**src/gle_pkg.sv**
```systemverilog
// ----------------------------------------------------------------------------
// gle_pkg
// Shared constants, command/status structs and controller states for the
// GIF-style LZW pixel encoder.
// ----------------------------------------------------------------------------
package gle_pkg;

	localparam int MAX_CODES       = 4096;
	localparam int SUB_BLOCK_BYTES = 255;
	localparam int TABLE_SLOTS     = 8192;
	localparam int SLOT_W          = $clog2(TABLE_SLOTS);
	localparam int CODE_W          = 12;
	localparam int NEXT_W          = 13;
	localparam int PIX_W           = 8;
	localparam int DEPTH_W         = 4;
	localparam int EPOCH_W         = 4;
	localparam int ENTRY_W         = EPOCH_W + CODE_W + PIX_W + CODE_W;
	localparam int ACC_W           = 20;
	localparam int PEND_W          = 5;
	localparam int SBC_W           = 8;

	localparam logic [EPOCH_W-1:0] EPOCH_FIRST = EPOCH_W'(1);
	localparam logic [EPOCH_W-1:0] EPOCH_LAST  = {EPOCH_W{1'b1}};
	localparam logic [DEPTH_W-1:0] DEPTH_MIN   = DEPTH_W'(2);
	localparam logic [DEPTH_W-1:0] DEPTH_MAX   = DEPTH_W'(8);

	// controller states
	typedef enum logic [3:0] {
		S_IDLE,
		S_SWEEP,
		S_FIRST,
		S_FIRST_PUT,
		S_READ,
		S_CMP,
		S_MISS_PUT,
		S_ADD,
		S_FULL_PUT,
		S_RESTART,
		S_CHECK,
		S_FIN_PREFIX,
		S_FIN_STOP,
		S_FLUSH
	} state_t;

	// controller to datapath
	typedef struct packed {
		logic accept;
		logic sweep_step;
		logic restart;
		logic rd_en;
		logic probe_next;
		logic take_hit;
		logic take_pixel;
		logic put_prefix;
		logic put_clear;
		logic put_stop;
		logic add_entry;
		logic start_fin;
		logic end_image;
	} cmd_t;

	// datapath to controller
	typedef struct packed {
		logic sweep_pending;
		logic sweep_last;
		logic started;
		logic last_pix;
		logic hit;
		logic slot_empty;
		logic dict_full;
		logic pk_ready;
		logic fin_busy;
	} sts_t;

endpackage

```
**src/gle_ctrl.sv**
```systemverilog
// ----------------------------------------------------------------------------
// gle_ctrl
// Per-pixel sequencer: lookup probing, miss handling, image start and finish.
// ----------------------------------------------------------------------------
module gle_ctrl (
	input  logic          clk,
	input  logic          arst_n,
	input  logic          s_tvalid,
	output logic          s_tready,
	input  gle_pkg::sts_t sts,
	output gle_pkg::cmd_t cmd
);
	import gle_pkg::*;

	state_t state_q;
	state_t state_d;

	// state register
	always_ff @(posedge clk or negedge arst_n) begin
		if (!arst_n) begin
			state_q <= S_IDLE;
		end else begin
			state_q <= state_d;
		end
	end

	// next state
	always_comb begin
		state_d = state_q;
		case (state_q)
			S_IDLE: begin
				if (sts.sweep_pending) begin
					state_d = S_SWEEP;
				end else if (s_tvalid) begin
					state_d = sts.started ? S_READ : S_FIRST;
				end
			end
			S_SWEEP:      if (sts.sweep_last) state_d = S_IDLE;
			S_FIRST:      state_d = S_FIRST_PUT;
			S_FIRST_PUT:  if (sts.pk_ready) state_d = S_CHECK;
			S_READ:       state_d = S_CMP;
			S_CMP: begin
				if (sts.hit) begin
					state_d = S_CHECK;
				end else if (sts.slot_empty) begin
					state_d = S_MISS_PUT;
				end else begin
					state_d = S_READ;
				end
			end
			S_MISS_PUT: begin
				if (sts.pk_ready) begin
					state_d = sts.dict_full ? S_FULL_PUT : S_ADD;
				end
			end
			S_ADD:        state_d = S_CHECK;
			S_FULL_PUT:   if (sts.pk_ready) state_d = S_RESTART;
			S_RESTART:    state_d = S_CHECK;
			S_CHECK:      state_d = sts.last_pix ? S_FIN_PREFIX : S_IDLE;
			S_FIN_PREFIX: if (sts.pk_ready) state_d = S_FIN_STOP;
			S_FIN_STOP:   if (sts.pk_ready) state_d = S_FLUSH;
			S_FLUSH:      if (!sts.fin_busy) state_d = S_IDLE;
			default:      state_d = S_IDLE;
		endcase
	end

	// outputs
	always_comb begin
		cmd      = '0;
		s_tready = 1'b0;
		case (state_q)
			S_IDLE: begin
				s_tready   = !sts.sweep_pending;
				cmd.accept = s_tvalid && !sts.sweep_pending;
			end
			S_SWEEP:     cmd.sweep_step = 1'b1;
			S_FIRST:     cmd.restart = 1'b1;
			S_FIRST_PUT: begin
				cmd.put_clear  = sts.pk_ready;
				cmd.take_pixel = sts.pk_ready;
			end
			S_READ:      cmd.rd_en = 1'b1;
			S_CMP: begin
				cmd.take_hit   = sts.hit;
				cmd.probe_next = !sts.hit && !sts.slot_empty;
			end
			S_MISS_PUT:  cmd.put_prefix = sts.pk_ready;
			S_ADD: begin
				cmd.add_entry  = 1'b1;
				cmd.take_pixel = 1'b1;
			end
			S_FULL_PUT:  cmd.put_clear = sts.pk_ready;
			S_RESTART: begin
				cmd.restart    = 1'b1;
				cmd.take_pixel = 1'b1;
			end
			S_CHECK:      ;
			S_FIN_PREFIX: cmd.put_prefix = sts.pk_ready;
			S_FIN_STOP: begin
				cmd.put_stop  = sts.pk_ready;
				cmd.start_fin = sts.pk_ready;
			end
			S_FLUSH:      cmd.end_image = !sts.fin_busy;
			default:      ;
		endcase
	end

endmodule

```
**config.mk**
```make
export PLATFORM = sky130hd
export DESIGN_NAME = gle_ctrl
export DESIGN_NICKNAME = d
export VERILOG_FILES = /design/src/gle_pkg.sv /design/src/gle_ctrl.sv
export SDC_FILE = /design/constraint.sdc
export NUM_CORES = 1
export LEC_CHECK = 0
export ABC_AREA = 0
export ABC_CLOCK_PERIOD_IN_PS = 1630
export BUFFER_PORTS_ARGS = -buffer_cell sky130_fd_sc_hd__buf_4
export CAP_MARGIN = 30
export CELL_PAD_IN_SITES_DETAIL_PLACEMENT = 1
export CELL_PAD_IN_SITES_GLOBAL_PLACEMENT = 1
export CORE_MARGIN = 1
export CORE_UTILIZATION = 30
export CTS_BUF_LIST = sky130_fd_sc_hd__clkbuf_4
export CTS_CLUSTER_SIZE = 16
export DETAILED_ROUTE_END_ITERATION = 8
export PLACE_DENSITY_LB_ADDON = 0.2
export RECOVER_POWER = 25
export SLEW_MARGIN = 25
export SYNTH_ARGS = -nofsm -noshare
export SYNTH_HDL_FRONTEND = slang
export SYNTH_SLANG_ARGS = --single-unit
```
**constraint.sdc**
```tcl
create_clock -name clk -period 1.63 [get_ports clk]
set_input_delay 0.489 -clock clk [delete_from_list [all_inputs] [get_ports clk]]
set_output_delay 0.489 -clock clk [all_outputs]
set_load 0.005 [all_outputs]
```
==> metrics, run 1 <==
net count after synthesis=92; Post-synth ARST share=100%; Cells after Synth=80; Halt Stage=clock tree synthesis; post-synth top area cell=dfrtp_1; Num CTS Buffers=3; port bufs=25; H-tree levels=1; syn avg cell area=7.46 um2; Synth Register Bits=4; GP Congestion=0.840; stop err=[ERROR DPL-0033] detailed placement checks failed during check placement.; Top FF cell, synth=dfrtp_1; synth warn=0; io pins=26; DIE WIDTH=46.6 um; CTS Root Cell=clkbuf_4; Die H=46.6 um; status=stopped before the end; hold bufs inserted after CTS=0; Seq/Total Area, Yosys=16.8%; setup bufs post-CTS=15; row cnt=15; dpl ws=-224 ps; clock buffer depth=2; CTS Sinks=4; Final HPWL DP=1820 um; Distinct cells, synth=43; top cells by area, synth=dfrtp_1 (17%), buf_2 (5.0%), nor3_1 (5.0%); Yosys top cell area share=16.8%; Area after DPL=1000 um2; initial core utilization=33.1%; Mapped Area=597 um2; Post-synth EDFFs=0; CTS resizes=41
cells in the mapped netlist, drive strengths merged (2+ instances only):
cell type	count
nor4	2
nand3	2
o21ai	5
a31oi	3
dfrtp	4
and3	4
and2	3
nor3	7
nor4bb	2
buf	7
nor3b	3
inv	3
nor2b	3
a21oi	4
or2	2
nand2	6
cell families after synthesis:
group                  synth area share, %
multiplexers                          4.19
buffers and inverters                 8.80
AND/OR/NAND/NOR                       46.8
AO/OA/AOI/OAI                         23.5
flip-flops                            16.8
through the flow:
| stage | cells | hold WS, ps |
|---|---|---|
| detailed placement | 150 | 287 |
| floorplan | 80 | 193 |
| global placement | 150 | 285 |
==> run 2, diff against run 1 <==
==> config.mk (replaced) <==
export PLATFORM = sky130hd
export DESIGN_NAME = gle_ctrl
export DESIGN_NICKNAME = d
export VERILOG_FILES = /design/src/gle_pkg.sv /design/src/gle_ctrl.sv
export SDC_FILE = /design/constraint.sdc
export NUM_CORES = 1
export LEC_CHECK = 0
export ABC_AREA = 0
export ABC_CLOCK_PERIOD_IN_PS = 2120
export BUFFER_PORTS_ARGS = -buffer_cell sky130_fd_sc_hd__buf_4
export CAP_MARGIN = 30
export CORE_AREA = 2 2 63 65
export DETAILED_ROUTE_END_ITERATION = 8
export DIE_AREA = 0 0 65 67
export PLACE_DENSITY_LB_ADDON = 0.15
export RECOVER_POWER = 25
export SLEW_MARGIN = 25
export SYNTH_ARGS = -nofsm -noshare
export SYNTH_HDL_FRONTEND = slang
export SYNTH_SLANG_ARGS = --single-unit
==> constraint.sdc (replaced) <==
create_clock -name clk -period 2.12 [get_ports clk]
set_input_delay 0.636 -clock clk [delete_from_list [all_inputs] [get_ports clk]]
set_output_delay 0.636 -clock clk [all_outputs]
set_load 0.005 [all_outputs]
==> run 2 against run 1 <==
The run now ends clean; synthesized area unchanged; synthesized cell count unchanged.
==> metrics, run 2 <==
status=complete, no violations; Area after DPL=893 um2 (-11%); syn avg cell area=7.46 um2 (unchanged); Distinct cells, synth=43 (unchanged); Crit Path Class=reg -> out; Cells after Synth=80 (unchanged); Hold Crit Class=in -> async; initial antenna violation count=0; crit path DAT=1430 ps; Pins Over Slew Limit=0; commonest non-fill, non-tap cell in the layout=buf_4; die area=4360 um2; Clk pin slew, worst setup/hold paths=30 ps; sw frac=42.5%; CTS Root Cell=clkbuf_8; post-route clock period utilization=97.6%; Mapped Area=597 um2 (unchanged); ant diodes=0; Pwr Density=1420 nW/um2; # setup viols final=0; number of max-cap violations=0; drt drc=0; clock skew=0.460 ps; hold_ws=244 ps; Final Power=0.00151 W; Core Util, Final=29.5%; synth warn=0 (unchanged); Synth Register Bits=4 (unchanged); Die H=67 um (+44%); Area growth syn-to-layout=78.4%; Max Fanout on Critical Path=10; CTS tree=built; Top FF cell, synth=dfrtp_1; NetSw=0.000641 W; nets=136; worst slew pin tran=383 ps; DIE WIDTH=65 um (+39%); vias in the first global route=700; fmax=483 MHz; CP startpoint kind=flop; global route overflow=0; top cells by area, synth=dfrtp_1 (17%), buf_2 (5.0%), nor3_1 (5.0%); Regs by FF count=state_q x4; Routed WL=2290 um; layout cell share with drive strength beyond 1=55.7%; Reg with most FFs=state_q; post-layout min period=2070 ps; row cnt=22 (+7); total vias in the final route=778; Crit path required time=1480 ps; VDD IR max=0.294 mV; Final HPWL DP=1590 um (-13%); post-synth top area cell=dfrtp_1; hold bufs inserted after CTS=0 (unchanged); Pint=0.000868 W; clock buffer depth=2 (unchanged); WL/cell=13.5 um; global-route wire length before repair=3290 um; Post-DRT Antenna Nets=0; Starting DRT DRC Count=24; Num CTS Buffers=3 (unchanged); Vias per Instance=4.58; Yosys top cell area share=16.8% (unchanged); final hold violations=0; net count after synthesis=92 (unchanged); Seq pwr share=16.8%; Tot GR Track Use=9.90%; core area=3610 um2; CTS Sinks=4 (unchanged); Critical Path End Type=primary output; Seq/Total Area, Yosys=16.8% (unchanged); leakage=0.488 nW; port bufs=25 (unchanged); Gate power share=72.5%; most frequent cells in the layout=buf_4 (43), nand2_1 (6), nor3_1 (6); io pins=26 (unchanged); Final Cell Area=1060 um2; pin count of the biggest net entering global routing=19; GP Congestion=0.682 (-19%); Clock power frac=10.7%; slew margin rel.=74.2%; r2r setup slk=240 ps; initial core utilization=16.6% (-17 points); Post-synth EDFFs=0 (unchanged); Clock Latency Late Sink=220 ps; TritonRoute pass-1 iters=4; Post-synth top cells=buf_2 (6), nand2_1 (6), nor3_1 (6); H-tree levels=1 (unchanged); Post-synth ARST share=100% (unchanged); Largest register FFs=4
[run 2: cell counts after synthesis]
Identical to the previous run, type by type.
[run 2: cell families after synthesis]
logic type	share of synthesized area [%]
AND/OR/NAND/NOR	46.8
flip-flops	16.8
buffers and inverters	8.80
AO/OA/AOI/OAI	23.5
multiplexers	4.19
[run 2: worst max-delay path: stages, from the launching register on]
cell and delay [ps]:
dfrtp_2 470, buf_6 180, nor4bb_4 290, and2_4 190, buf_6 80
[run 2: per-layer routing]
metal / GRT usage [%] / vias up / part of all wire, %
met5: 0 / - / 0
li1: - / 385 / -
met4: 3.99 / 0 / 0.79
met3: 2.87 / 2 / 5.3
met2: 15.1 / 23 / 48
met1: 13.0 / 368 / 45
[run 2: path summary, 6_finish.rpt]
kind,start,endpoint,cells after the start
min,arst_n,state_q[3]$_DFFE_PN0P_,1
max in group asynchronous,arst_n,state_q[0]$_DFFE_PN0P_,1
max reg2reg,state_q[2]$_DFFE_PN0P_,state_q[3]$_DFFE_PN0P_,5
min in group clk,sts[6],state_q[1]$_DFFE_PN0P_,3
min reg2reg,state_q[3]$_DFFE_PN0P_,state_q[3]$_DFFE_PN0P_,1
max,state_q[1]$_DFFE_PN0P_,cmd[7],4
[run 2: layout make-up]
type | instances | area (um2)
inverters | 3 | 11.3
fillers | 410 | 2540
repair buffers | 47 | 354
clock buffers | 3 | 41.3
well taps | 48 | 60.1
multi-input cells | 65 | 493
flip-flops and latches | 4 | 105
[run 2: power by group through the flow]
stage                     clock (W)  combinational (W)  sequential, W
after floorplan                   0           0.000621       0.000149
after global placement            0           0.000876       0.000266
after global routing       0.000173            0.00120       0.000266
final                      0.000162            0.00109       0.000253
after detailed placement          0           0.000870       0.000260
after CTS                  0.000164           0.000880       0.000271
[run 2: what timing repair did]
item / in CTS / in global routing
resized for setup: 6 / 10
setup buffers: 0 / 10
setup endpoints to repair: 8 / 8
pin swaps: 0 / 2
[run 2: through the flow]
stage               TNS [ps]  instances  worst slack [ps]
CTS                        0        160             0.853
finish                     0        170              50.9
floorplan                  0         80               111
global route           -11.9        170             -11.9
global placement           0        157              58.0
detailed placement         0        157              61.8
(Power assumes the default switching activity.)
